**src/design/pfc_pkg.sv**
```systemverilog
// Shared types, format codes and pack/unpack functions of the pixel format converter.
`timescale 1ns / 1ps
`default_nettype none

package pfc_pkg;

    localparam int FMT_W  = 3;
    localparam int CH_W   = 8;
    localparam int PIX_W  = 32;
    localparam int SUM_W  = 10;
    localparam int CFG_IDX_W = 1;

    localparam logic [FMT_W-1:0] FMT_RGBA8   = 3'd0;
    localparam logic [FMT_W-1:0] FMT_RGBA4   = 3'd1;
    localparam logic [FMT_W-1:0] FMT_RGB5_A1 = 3'd2;
    localparam logic [FMT_W-1:0] FMT_RGB8    = 3'd3;
    localparam logic [FMT_W-1:0] FMT_RGB565  = 3'd4;
    localparam logic [FMT_W-1:0] FMT_LA8     = 3'd5;
    localparam logic [FMT_W-1:0] FMT_L8      = 3'd6;

    localparam logic [CFG_IDX_W-1:0] REG_SOURCE_FORMAT = 1'd0;
    localparam logic [CFG_IDX_W-1:0] REG_TARGET_FORMAT = 1'd1;

    localparam logic [CH_W-1:0] ALPHA_OPAQUE = 8'hFF;

    // floor(n / 3) == (n * 683) >> 11 for every n up to 765
    localparam logic [SUM_W:0] DIV3_RECIP = 11'd683;
    localparam int DIV3_SHIFT = 11;

    typedef struct packed {
        logic [CH_W-1:0] a;
        logic [CH_W-1:0] b;
        logic [CH_W-1:0] g;
        logic [CH_W-1:0] r;
    } chan_t;

    // The unused code seven behaves as L8.
    function automatic logic [FMT_W-1:0] fmt_clamp(input logic [FMT_W-1:0] code);
        return (code > FMT_L8) ? FMT_L8 : code;
    endfunction

    function automatic logic fmt_is_luma(input logic [FMT_W-1:0] code);
        logic [FMT_W-1:0] c;
        c = fmt_clamp(code);
        return (c == FMT_LA8) || (c == FMT_L8);
    endfunction

    // Widen every channel to 8 bits; fill missing ones.
    function automatic chan_t unpack_pixel(input logic [FMT_W-1:0] code,
                                           input logic [PIX_W-1:0] p);
        chan_t ch;
        ch = '0;
        unique case (fmt_clamp(code))
            FMT_RGBA8:
            begin
                ch.r = p[7:0];
                ch.g = p[15:8];
                ch.b = p[23:16];
                ch.a = p[31:24];
            end
            FMT_RGBA4:
            begin
                ch.r = {p[3:0], 4'b0};
                ch.g = {p[7:4], 4'b0};
                ch.b = {p[11:8], 4'b0};
                ch.a = {p[15:12], 4'b0};
            end
            FMT_RGB5_A1:
            begin
                ch.r = {p[4:0], 3'b0};
                ch.g = {p[9:5], 3'b0};
                ch.b = {p[14:10], 3'b0};
                ch.a = {p[15], 7'b0};
            end
            FMT_RGB8:
            begin
                ch.r = p[7:0];
                ch.g = p[15:8];
                ch.b = p[23:16];
                ch.a = ALPHA_OPAQUE;
            end
            FMT_RGB565:
            begin
                ch.r = {p[4:0], 3'b0};
                ch.g = {p[10:5], 2'b0};
                ch.b = {p[15:11], 3'b0};
                ch.a = ALPHA_OPAQUE;
            end
            FMT_LA8:
            begin
                ch.r = p[7:0];
                ch.g = p[7:0];
                ch.b = p[7:0];
                ch.a = p[15:8];
            end
            default:
            begin
                ch.r = p[7:0];
                ch.g = p[7:0];
                ch.b = p[7:0];
                ch.a = ALPHA_OPAQUE;
            end
        endcase
        return ch;
    endfunction

    // Keep the top bits of every channel; zero the unused upper bits.
    function automatic logic [PIX_W-1:0] pack_pixel(input logic [FMT_W-1:0] code,
                                                    input chan_t ch);
        logic [PIX_W-1:0] p;
        p = '0;
        unique case (fmt_clamp(code))
            FMT_RGBA8:   p = {ch.a, ch.b, ch.g, ch.r};
            FMT_RGBA4:   p = {16'b0, ch.a[7:4], ch.b[7:4], ch.g[7:4], ch.r[7:4]};
            FMT_RGB5_A1: p = {16'b0, ch.a[7], ch.b[7:3], ch.g[7:3], ch.r[7:3]};
            FMT_RGB8:    p = {8'b0, ch.b, ch.g, ch.r};
            FMT_RGB565:  p = {16'b0, ch.b[7:3], ch.g[7:2], ch.r[7:3]};
            FMT_LA8:     p = {16'b0, ch.a, ch.r};
            default:     p = {24'b0, ch.r};
        endcase
        return p;
    endfunction

endpackage

`default_nettype wire

```
**src/design/pfc_div3.sv**
```systemverilog
// Divide-by-three of the luminance sum by a reciprocal multiply.
`timescale 1ns / 1ps
`default_nettype none

module pfc_div3
    import pfc_pkg::*;
(
    input  wire logic [SUM_W-1:0] sum,
    output logic      [CH_W-1:0]  quot
);

    logic [2*SUM_W:0] prod;

    assign prod = {{(SUM_W+1){1'b0}}, sum} * {{SUM_W{1'b0}}, DIV3_RECIP};
    assign quot = prod[DIV3_SHIFT +: CH_W];

endmodule

`default_nettype wire

```
**src/design/pixel_format_converter.sv**
```systemverilog
// Top level of the pixel format converter: config registers and the four-stage pipeline.
`timescale 1ns / 1ps
`default_nettype none

// Converts one packed pixel per item between RGBA8, RGBA4, RGB5_A1, RGB8, RGB565,
// LA8 and L8, chosen by source_format and target_format (write these only while no
// item is in flight). The pipeline has four register stages: unpack, channel sum,
// luminance divide-by-three, pack into the output register. An accepted item passes
// through the unpack, sum and divide registers before out_valid rises; one item is
// taken every cycle when out_ready stays high, and each stage keeps taking items
// while it or any later stage has a free slot.

module pixel_format_converter
    import pfc_pkg::*;
(
    input  wire logic                 clk,
    input  wire logic                 rst_n,

    input  wire logic                 cfg_write,
    input  wire logic [CFG_IDX_W-1:0] cfg_index,
    input  wire logic [FMT_W-1:0]     cfg_data,

    input  wire logic                 in_valid,
    output logic                      in_ready,
    input  wire logic [PIX_W-1:0]     in_pixel,
    input  wire logic                 in_last,

    output logic                      out_valid,
    input  wire logic                 out_ready,
    output logic      [PIX_W-1:0]     out_pixel,
    output logic                      out_last
);

    logic [FMT_W-1:0] src_fmt_reg;
    logic [FMT_W-1:0] dst_fmt_reg;

    logic             s1_valid_reg, s2_valid_reg, s3_valid_reg, out_valid_reg;
    logic             s1_ready, s2_ready, s3_ready, s4_ready;
    chan_t            s1_ch_reg, s2_ch_reg, s3_ch_reg;
    chan_t            s1_ch_next, s3_ch_next;
    logic             s1_last_reg, s2_last_reg, s3_last_reg, out_last_reg;
    logic [SUM_W-1:0] s2_sum_reg, s2_sum_next;
    logic [CH_W-1:0]  luma;
    logic [PIX_W-1:0] out_pixel_reg, out_pixel_next;

    always_ff @(posedge clk or negedge rst_n)
    begin
        if (!rst_n)
        begin
            src_fmt_reg <= FMT_RGBA8;
            dst_fmt_reg <= FMT_RGBA8;
        end
        else if (cfg_write)
        begin
            unique case (cfg_index)
                REG_SOURCE_FORMAT: src_fmt_reg <= cfg_data;
                REG_TARGET_FORMAT: dst_fmt_reg <= cfg_data;
                default:           ;
            endcase
        end
    end

    // A stage takes a new item when it is empty or its item moves on.
    assign s4_ready = !out_valid_reg || out_ready;
    assign s3_ready = !s3_valid_reg || s4_ready;
    assign s2_ready = !s2_valid_reg || s3_ready;
    assign s1_ready = !s1_valid_reg || s2_ready;
    assign in_ready = s1_ready;

    assign s1_ch_next  = unpack_pixel(src_fmt_reg, in_pixel);
    assign s2_sum_next = {2'b0, s1_ch_reg.r} + {2'b0, s1_ch_reg.g} + {2'b0, s1_ch_reg.b};

    pfc_div3 u_div3
    (
        .sum  (s2_sum_reg),
        .quot (luma)
    );

    always_comb
    begin
        s3_ch_next = s2_ch_reg;
        if (fmt_is_luma(dst_fmt_reg))
        begin
            s3_ch_next.r = luma;
        end
    end

    assign out_pixel_next = pack_pixel(dst_fmt_reg, s3_ch_reg);

    always_ff @(posedge clk or negedge rst_n)
    begin
        if (!rst_n)
        begin
            s1_valid_reg  <= 1'b0;
            s2_valid_reg  <= 1'b0;
            s3_valid_reg  <= 1'b0;
            out_valid_reg <= 1'b0;
        end
        else
        begin
            if (s1_ready)
            begin
                s1_valid_reg <= in_valid;
            end
            if (s2_ready)
            begin
                s2_valid_reg <= s1_valid_reg;
            end
            if (s3_ready)
            begin
                s3_valid_reg <= s2_valid_reg;
            end
            if (s4_ready)
            begin
                out_valid_reg <= s3_valid_reg;
            end
        end
    end

    always_ff @(posedge clk)
    begin
        if (s1_ready && in_valid)
        begin
            s1_ch_reg   <= s1_ch_next;
            s1_last_reg <= in_last;
        end
        if (s2_ready && s1_valid_reg)
        begin
            s2_ch_reg   <= s1_ch_reg;
            s2_sum_reg  <= s2_sum_next;
            s2_last_reg <= s1_last_reg;
        end
        if (s3_ready && s2_valid_reg)
        begin
            s3_ch_reg   <= s3_ch_next;
            s3_last_reg <= s2_last_reg;
        end
        if (s4_ready && s3_valid_reg)
        begin
            out_pixel_reg <= out_pixel_next;
            out_last_reg  <= s3_last_reg;
        end
    end

    assign out_valid = out_valid_reg;
    assign out_pixel = out_pixel_reg;
    assign out_last  = out_last_reg;

    // Accepted item lands in the unpack stage.
    a_accept_fills_s1: assert property (@(posedge clk) disable iff (!rst_n)
        in_valid && in_ready |=> s1_valid_reg)
        else $error("accepted item missing from unpack stage");

    // A stalled sum stage holds its item.
    a_s2_hold: assert property (@(posedge clk) disable iff (!rst_n)
        s2_valid_reg && !s3_ready |=> s2_valid_reg && $stable(s2_sum_reg)
                                      && $stable(s2_last_reg))
        else $error("sum stage dropped a stalled item");

    // Quotient is the exact floor of sum / 3.
    a_div3_exact: assert property (@(posedge clk) disable iff (!rst_n)
        s2_valid_reg |-> ({2'b0, luma} * 10'd3 <= s2_sum_reg)
                         && (s2_sum_reg - {2'b0, luma} * 10'd3 < 10'd3))
        else $error("luminance divide out of range");

    // A held result stays valid until taken.
    a_out_hold: assert property (@(posedge clk) disable iff (!rst_n)
        out_valid_reg && !out_ready |=> out_valid_reg && $stable(out_pixel_reg))
        else $error("output item lost while stalled");

endmodule

`default_nettype wire

```
**config.mk**
```make
export PLATFORM = sky130hd
export DESIGN_NAME = pixel_format_converter
export DESIGN_NICKNAME = d
export VERILOG_FILES = /design/src/design/pfc_pkg.sv /design/src/design/pfc_div3.sv /design/src/design/pixel_format_converter.sv
export SDC_FILE = /design/constraint.sdc
export NUM_CORES = 1
export LEC_CHECK = 0
export BUFFER_PORTS_ARGS = -buffer_cell sky130_fd_sc_hd__buf_4
export CAP_MARGIN = 20
export CELL_PAD_IN_SITES_DETAIL_PLACEMENT = 0
export CELL_PAD_IN_SITES_GLOBAL_PLACEMENT = 1
export CORE_ASPECT_RATIO = 0.5
export CORE_MARGIN = 5
export CORE_UTILIZATION = 49
export DETAILED_ROUTE_END_ITERATION = 16
export PLACE_DENSITY = 0.83
export SYNTH_ARGS = -nofsm -noshare
export SYNTH_HDL_FRONTEND = slang
export SYNTH_SLANG_ARGS = --single-unit
```
**constraint.sdc**
```tcl
create_clock -name clk -period 4.9 [get_ports clk]
set_input_delay 0.98 -clock clk [delete_from_list [all_inputs] [get_ports clk]]
set_output_delay 0.98 -clock clk [all_outputs]
set_load 0.03 [all_outputs]
```
* Yosys cells after proc, flatten, opt, wreduce, memory -nomap -nowiden
Index checks and enable logic that the tools add are counted.
Word-level totals: input bits 42, output and inout port bits 35, bits in registers 152
Cells by class: reductions and logical operators 17, multipliers 1, order comparisons 2, bitwise operators 1, multiplexer cells 5, add/subtract/negate cells 2, equality and inequality tests 11
Operators with widths (count):
- one-hot mux 32 bit (6 select lines) | 2
- multiplier 10 x 10 -> 19 bit, second input constant | 1
- == test 3 bit, second input constant | 5
- == test 3 x 2 -> 1 bit, second input constant | 4
- adder 9 x 8 -> 10 bit | 1
- adder 8 x 8 -> 9 bit | 1
- two-way mux 8 bit | 1
- == test 3 x 1 -> 1 bit, second input constant | 2
- greater-than comparator 3 bit, second input constant | 2
- logical NOT 3 bit | 2
- two-way mux 3 bit | 2
- logical OR 1 bit | 5
- logical AND 1 bit | 4
- logical NOT 1 bit | 4
- AND reduction 2 bit | 2
- NOT 1 bit | 1

* Longest topological paths before layout
Gate-level depths: netlist of run 1.
depth after elaboration 6, gate-level depth with buffers 17, mapped depth without buffers 16

* Hierarchy
Synthesis of run 1 repeated with hierarchy kept, for this count alone.
Second synthesis, totals: cells, all modules 692, area, all modules 8644.5 um2
Modules (own cells, without submodules):
- pixel_format_converter | times used 1, cells an instance 504, area an instance 6904.1 um2
- pfc_div3 | times used 1, cells an instance 188, area an instance 1740.4 um2

* Worst setup path before layout of run 1
No wires, ideal clock.
kind reg-to-reg, start point register s2_sum_reg[6], end point register s3_ch_reg[0] in the netlist's numbering (data pin), path slack 0.741 ns, data required time 4.640 ns, path buffers 1, cell stages (with the launch flop) 16, arrival 3.899 ns, path through edfxtp_1 ha_1 ha_1 fa_1 inv_1 fa_1 fa_1 inv_1 ha_1 buf_6 a21oi_2 o21ai_1 a21oi_1 o21bai_1 xor2_1 mux2_2
RTL lines:
- from (decl) | line pixel_format_converter.sv:42 | logic [SUM_W-1:0] s2_sum_reg, s2_sum_next;
- from (signal assigned) | line pixel_format_converter.sv:130 | s2_sum_reg <= s2_sum_next;
- to (signal assigned) | line pixel_format_converter.sv:135 | s3_ch_reg <= s3_ch_next;
- to (decl) | line pixel_format_converter.sv:39 | chan_t s1_ch_reg, s2_ch_reg, s3_ch_reg;

==> out/metrics.csv, run 1 <==
stage,metric,value,unit
synthesis,synth_nets,881,
routing,wirelength,19400,µm
routing,drc,0,
cts,tritoncts,yes,
finish,final_area,10200,µm²
timing,slew-limit-headroom,34.6,%
finish,drive_gt1_share,17.2,%
placed_design,numPortBuffers,76,
routing,drtIter0Drc,566,
floorplan,initial_core_util,50.4,%
timing,finalHoldViolations,0,
timing,tns,0,ns
synthesis,synth_top_area_share,48.2,%
cts,cts_buffers,17,
floorplan,num_rows,34,
timing,slew_viol_final,0,
setup_path,r2r-start,s2_sum_reg[6],
job,cap_violations,0,
setup_path,path_class,flip-flop to flip-flop,
cts,htreeDepth,4,
setup_path,path_max_fanout,8,
global_routing,antenna_found_initial,0,
cts,clkTransAtPathRegs,0.07,ns
cts,cts_hold_buf,0,
cts,clock_sinks,152,
floorplan,die_w,200,µm
cts,clock_latency,0.43,ns
timing,fin_crit,4.48,ns
global_routing,grt_pass1_vias,5973,
floorplan,boundaryPins,77,
synthesis,yosysTopAreaCell,edfxtp_1,
finish,syn_to_final_growth,15.4,%
routing,via_count,5999,
global_routing,grt_max_degree,45,
placed_design,gp_congestion,0.945,
synthesis,synth.avg_cell_area,11.9,µm²
floorplan,core,17600,µm²
placed_design,placed_area,9580,µm²
finish,final_nets,950,
global_routing,grt.total_usage,19.6,%
floorplan,die_h,105,µm
global_routing,grt_pass1_wl,32200,µm
finish,post-route-util,58.1,%
cts,post_cts_buffers,0,
timing,rsz0062_at_grt,false,
synthesis,synthTopCellsByArea,"edfxtp_1, ha_1, fa_1, dfrtp_1, inv_1",
synthesis,synth_cell_types,57,
placed_design,dp_hpwl,14800,µm
setup_path,worstSetupStartpoint,s2_sum_reg[6],
cts,clock_tree.buffer_depth,2,
outcome,status,finished clean,
routing,ant_nets,0,
timing,worst_pin_slew,0.981,ns
synthesis,ys.flop_type,edfxtp_1,
floorplan,die-area,21000,µm²
timing,skew,0.0118,ns
setup_path,critPathLaunchType,flip-flop,
synthesis,synth_cells,744,
global_routing,grt_overflow_total,0,
hold_path,hold_class,primary input to asynchronous set/reset pin,
setup_path,endpoint_kind,flip-flop,
setup_path,required,5.09,ns
timing,max_freq,0.223,GHz
synthesis,synth_warnings,0,
finish,final_common_cell,edfxtp_1,
cts,cts-root-buf,clkbuf_16,
routing,wire_per_inst,18.3,µm
synthesis,async_flop_share,6.58,%
finish,num_antenna_cells,0,
routing,viasPerCell,5.66,
timing,fin_crit_sh,91.5,%
synthesis,synth_seq_cells,152,
timing,setup_viol,0,
finish,final_cell_mix,"edfxtp_1, buf_4, ha_1",
cts,cts_resized,0,
synthesis,synth_area,8850,µm²
synthesis,yosysSeqAreaShare,51.0,%
synthesis,synth_edf_count,142,
setup_path,arrival,4.67,ns
routing,firstDrtPassIters,7,
[metrics by stage]
| step | setup WS, ns | hold slack [ns] | std cells |
|---|---|---|---|
| after floorplan | 0.741 | 0.400 | 744 |
| after global placement | 0.420 | 0.401 | 1027 |
| after detailed placement | 0.416 | 0.405 | 1027 |
| after CTS | 0.413 | 0.347 | 1059 |
| after global routing | 0.172 | 0.349 | 1060 |
| final | 0.417 | 0.362 | 1060 |
[worst max-delay path, stage by stage (launching register included)]
cell and delay (ns):
edfxtp_1 0.51, ha_1 0.34, ha_1 0.32, fa_1 0.54
inv_1 0.05, fa_1 0.49, fa_1 0.52, inv_1 0.05
ha_1 0.42, nand4_1 0.15, a21oi_2 0.21, a21oi_1 0.12
o21bai_1 0.16, xor2_1 0.08, mux2_2 0.27
[synthesized netlist by cell type (3+ instances only)]
| cell | number |
|---|---|
| o22ai_1 | 17 |
| and2_1 | 25 |
| a21oi_1 | 40 |
| o21ai_1 | 16 |
| nor2_1 | 48 |
| buf_6 | 4 |
| nand3_1 | 8 |
| a221o_1 | 6 |
| buf_2 | 13 |
| mux2_2 | 8 |
| fa_1 | 30 |
| o21ai_0 | 29 |
| o211ai_1 | 4 |
| a221oi_1 | 6 |
| a22oi_1 | 20 |
| mux2i_1 | 12 |
| o221ai_1 | 5 |
| o31ai_1 | 4 |
| o21a_1 | 3 |
| clkbuf_1 | 9 |
| xnor2_1 | 13 |
| ha_1 | 65 |
| nor2b_1 | 14 |
| dfrtp_1 | 10 |
| a21o_1 | 6 |
| edfxtp_1 | 142 |
| nand2_1 | 50 |
| buf_1 | 3 |
| buf_4 | 4 |
| a21oi_2 | 5 |
| inv_1 | 64 |
| nand2b_1 | 4 |
| a31oi_1 | 9 |
| a211oi_1 | 7 |
| nand4_1 | 6 |
| nor3_1 | 6 |
[path summary, 6_finish.rpt]
| kind | slack (ns) | depth (start not counted) | to |
|---|---|---|---|
| max in group asynchronous | 4.38 | 1 | src_fmt_reg[2] |
| max reg2reg | 0.42 | 14 | s3_ch_reg[0] |
| min reg2reg | 0.42 | 0 | s3_ch_reg[16] |
| min in group clk | 0.42 | 0 | s3_ch_reg[16] |
| min | 0.36 | 1 | s1_valid_reg |
| max | 0.42 | 14 | s3_ch_reg[0] |
[area by class of cell]
cell class              instances  area [µm²]
repair buffers                 83         621
clock buffers                  17         425
well taps                     234         293
clock inverters                15         201
multi-input cells             493        3910
fillers                      1400        7360
inverters                      66         248
flip-flops and latches        152        4510
[per-layer routing]
layer / vias to the layer above / track usage, % / share of wire (%)
li1: 2882 / - / -
met1: 2908 / 29.2 / 48
met2: 191 / 29.7 / 46
met3: 18 / 4.18 / 5.1
met4: 0 / 3.92 / 1.0
met5: - / 0 / 0
[cell families (layout without fill, tap and decap cells)]
family	Yosys count	count (layout)	synth area share, %
xor+xnor	14	14	1.39
flops	152	152	51.0
fa+ha+maj	95	95	16.0
buf+inv	99	181	4.89
mux	22	22	2.88
compound gates	191	191	14.4
simple gates	171	171	9.43
Power of run 1 is not shown: default switching activity piles up to over one toggle a cycle in this logic, so the estimate is an artifact.
==> run 2, diff against run 1 <==
--- a/config.mk
+++ b/config.mk
@@ -12,7 +12,8 @@
 export CORE_ASPECT_RATIO = 0.5
 export CORE_MARGIN = 5
-export CORE_UTILIZATION = 49
+export CORE_UTILIZATION = 30
 export DETAILED_ROUTE_END_ITERATION = 16
-export PLACE_DENSITY = 0.83
+export GPL_ROUTABILITY_DRIVEN = 0
+export PLACE_DENSITY = 0.56
 export SYNTH_ARGS = -nofsm -noshare
 export SYNTH_HDL_FRONTEND = slang
==> constraint.sdc (replaced) <==
create_clock -name clk -period 4.9 [get_ports clk]
set_input_delay 0.245 -clock clk [delete_from_list [all_inputs] [get_ports clk]]
set_output_delay 0.245 -clock clk [all_outputs]
set_load 0.03 [all_outputs]
==> out/metrics.csv, run 2 (synthesis gave the netlist of run 1 again) <==
stage,metric,value,unit,change
hold_path,hold-path-endpoint,src_fmt_reg[2],,
floorplan,initial_core_util,30.5,%,was 50.4%
setup_path,arrival,4.79,ns,was 4.67 ns
timing,slew-limit-headroom,33.0,%,was 34.6%
outcome,status,finished clean,,unchanged
cts,htreeDepth,4,,unchanged
cts,clock_sinks,152,,unchanged
setup_path,path_class,flip-flop to flip-flop,,unchanged
routing,ant_nets,0,,unchanged
timing,skew,0.0248,ns,was 0.0118 ns
setup_path,critPathLaunchType,flip-flop,,unchanged
floorplan,boundaryPins,77,,unchanged
global_routing,grt.total_usage,13.3,%,was 19.6%
global_routing,grt_pass1_vias,6150,,was 5973
hold_path,holdPathStages,3,,
hold_path,hp-start,cfg_data[2],,
timing,worst_pin_slew,1.00,ns,was 0.981 ns
cts,cts_resized,0,,unchanged
setup_path,reg2reg_depth,14,,unchanged
finish,num_antenna_cells,0,,unchanged
floorplan,die_w,253,µm,was 200 µm
global_routing,grt_busiest_layer,met2,,unchanged
finish,syn_to_final_growth,18.1,%,was 15.4%
setup_path,reg2reg_to,s3_ch_reg[5],,was s3_ch_reg[0]
finish,final_cell_mix,"edfxtp_1, buf_4, ha_1",,unchanged
global_routing,use_met1,19.7,%,was 29.2%
setup_path,r2r_setup_slack,0.27,ns,was 0.42 ns
global_routing,use_met2,20.5,%,was 29.7%
routing,via_count,6023,,was 5999
finish,drive_gt1_share,17.3,%,was 17.2%
timing,tns,0,ns,unchanged
timing,rsz0062_at_grt,false,,unchanged
finish,final_nets,955,,was 950
cts,cts-root-buf,clkbuf_16,,unchanged
global_routing,grt_pass1_wl,35300,µm,was 32200 µm
setup_path,r2r-start,s2_sum_reg[6],,unchanged
routing,wirelength,21700,µm,was 19400 µm
finish,final_common_cell,edfxtp_1,,unchanged
placed_design,dp_hpwl,16900,µm,was 14800 µm
global_routing,antenna_found_initial,0,,unchanged
setup_path,path_max_fanout,8,,unchanged
timing,max_freq,0.216,GHz,was 0.223 GHz
cts,clock_latency,0.43,ns,about the same
routing,viasPerCell,4.93,,was 5.66
floorplan,die_h,131,µm,was 105 µm
setup_path,endpoint_kind,flip-flop,,unchanged
routing,drtIter0Drc,483,,was 566
timing,finalHoldViolations,0,,unchanged
cts,cts_buffers,17,,unchanged
cts,tritoncts,yes,,unchanged
timing,fin_crit_sh,94.5,%,was 91.5%
global_routing,grt_overflow_total,0,,unchanged
routing,firstDrtPassIters,5,,was 7
global_routing,grt_max_degree,45,,unchanged
hold_path,hold_class,primary input to flip-flop,,was primary input to asynchronous set/reset pin
floorplan,num_rows,44,,was 34
floorplan,core,29000,µm²,was 17600 µm²
timing,setup_viol,0,,unchanged
cts,clock_tree.buffer_depth,2,,unchanged
placed_design,numPortBuffers,76,,unchanged
global_routing,grt_use_met3,2.51,%,was 4.18%
setup_path,required,5.05,ns,was 5.09 ns
routing,wire_per_inst,17.7,µm,was 18.3 µm
routing,drc,0,,unchanged
cts,clkTransAtPathRegs,0.07,ns,about the same
job,cap_violations,0,,unchanged
timing,fin_crit,4.63,ns,was 4.48 ns
floorplan,die-area,33200,µm²,was 21000 µm²
timing,slew_viol_final,0,,unchanged
-- run 2: layout make-up --
type	instances	area, µm²
Clock inverter	15	201
Fill cell	2867	18600
Sequential cell	152	4510
Multi-Input combinational cell	493	3910
Tap cell	391	489
Inverter	66	248
Timing Repair Buffer	88	668
Clock buffer	17	425
-- run 2: metal layers --
| layer | vias up | part of all wire [%] | routed length, µm |
|---|---|---|---|
| li1 | 2885 | - | - |
| met1 | 2968 | 50 | 10900 |
| met2 | 159 | 45 | 9830 |
| met3 | 11 | 3.8 | 824 |
| met4 | 0 | 0.74 | 160 |
| met5 | - | 0 | 0 |
-- run 2: worst max path at each step --
stage                         to  depth (start not counted)  slack [ns]     startpoint
CTS                 s3_ch_reg[5]                         14        0.30  s2_sum_reg[6]
finish              s3_ch_reg[5]                         14        0.27  s2_sum_reg[6]
global placement    s3_ch_reg[5]                         14        0.30  s2_sum_reg[6]
detailed placement  s3_ch_reg[5]                         14        0.32  s2_sum_reg[6]
global route        s3_ch_reg[5]                         14        0.08  s2_sum_reg[6]
floorplan           s3_ch_reg[0]                         15        0.74  s2_sum_reg[6]
-- run 2: worst max-delay path, cell delays in order, from the launching register on --
cell	delay (ns)
edfxtp_1	0.51
ha_1	0.35
ha_1	0.34
fa_1	0.55
inv_1	0.05
fa_1	0.49
fa_1	0.54
inv_1	0.05
ha_1	0.45
nand4_1	0.15
a21oi_2	0.21
a21oi_1	0.13
o21ai_1	0.20
mux2i_1	0.26
a31oi_1	0.11
-- run 2: what timing repair did --
item | 4_1_cts | 5_1_grt
endpoints found under the setup margin | 0 | 0
setup buffers | 0 | 0
endpoints found under the hold margin | 12 | 0
hold buffers | 3 | 0
-- run 2: metrics by stage --
stage	std cells	utilization, %	setup WS, ns	hold WS, ns	area [µm²]
after floorplan	744	-	0.741	-0.0506	8850
after global placement	1186	33.7	0.302	0.103	9790
after detailed placement	1186	33.7	0.316	0.101	9790
after CTS	1221	36.0	0.297	0.0566	10400
after global routing	1222	36.0	0.0848	0.0662	10500
final	1222	36.0	0.270	0.0742	10500
Power of run 2 is left out for the same reason.
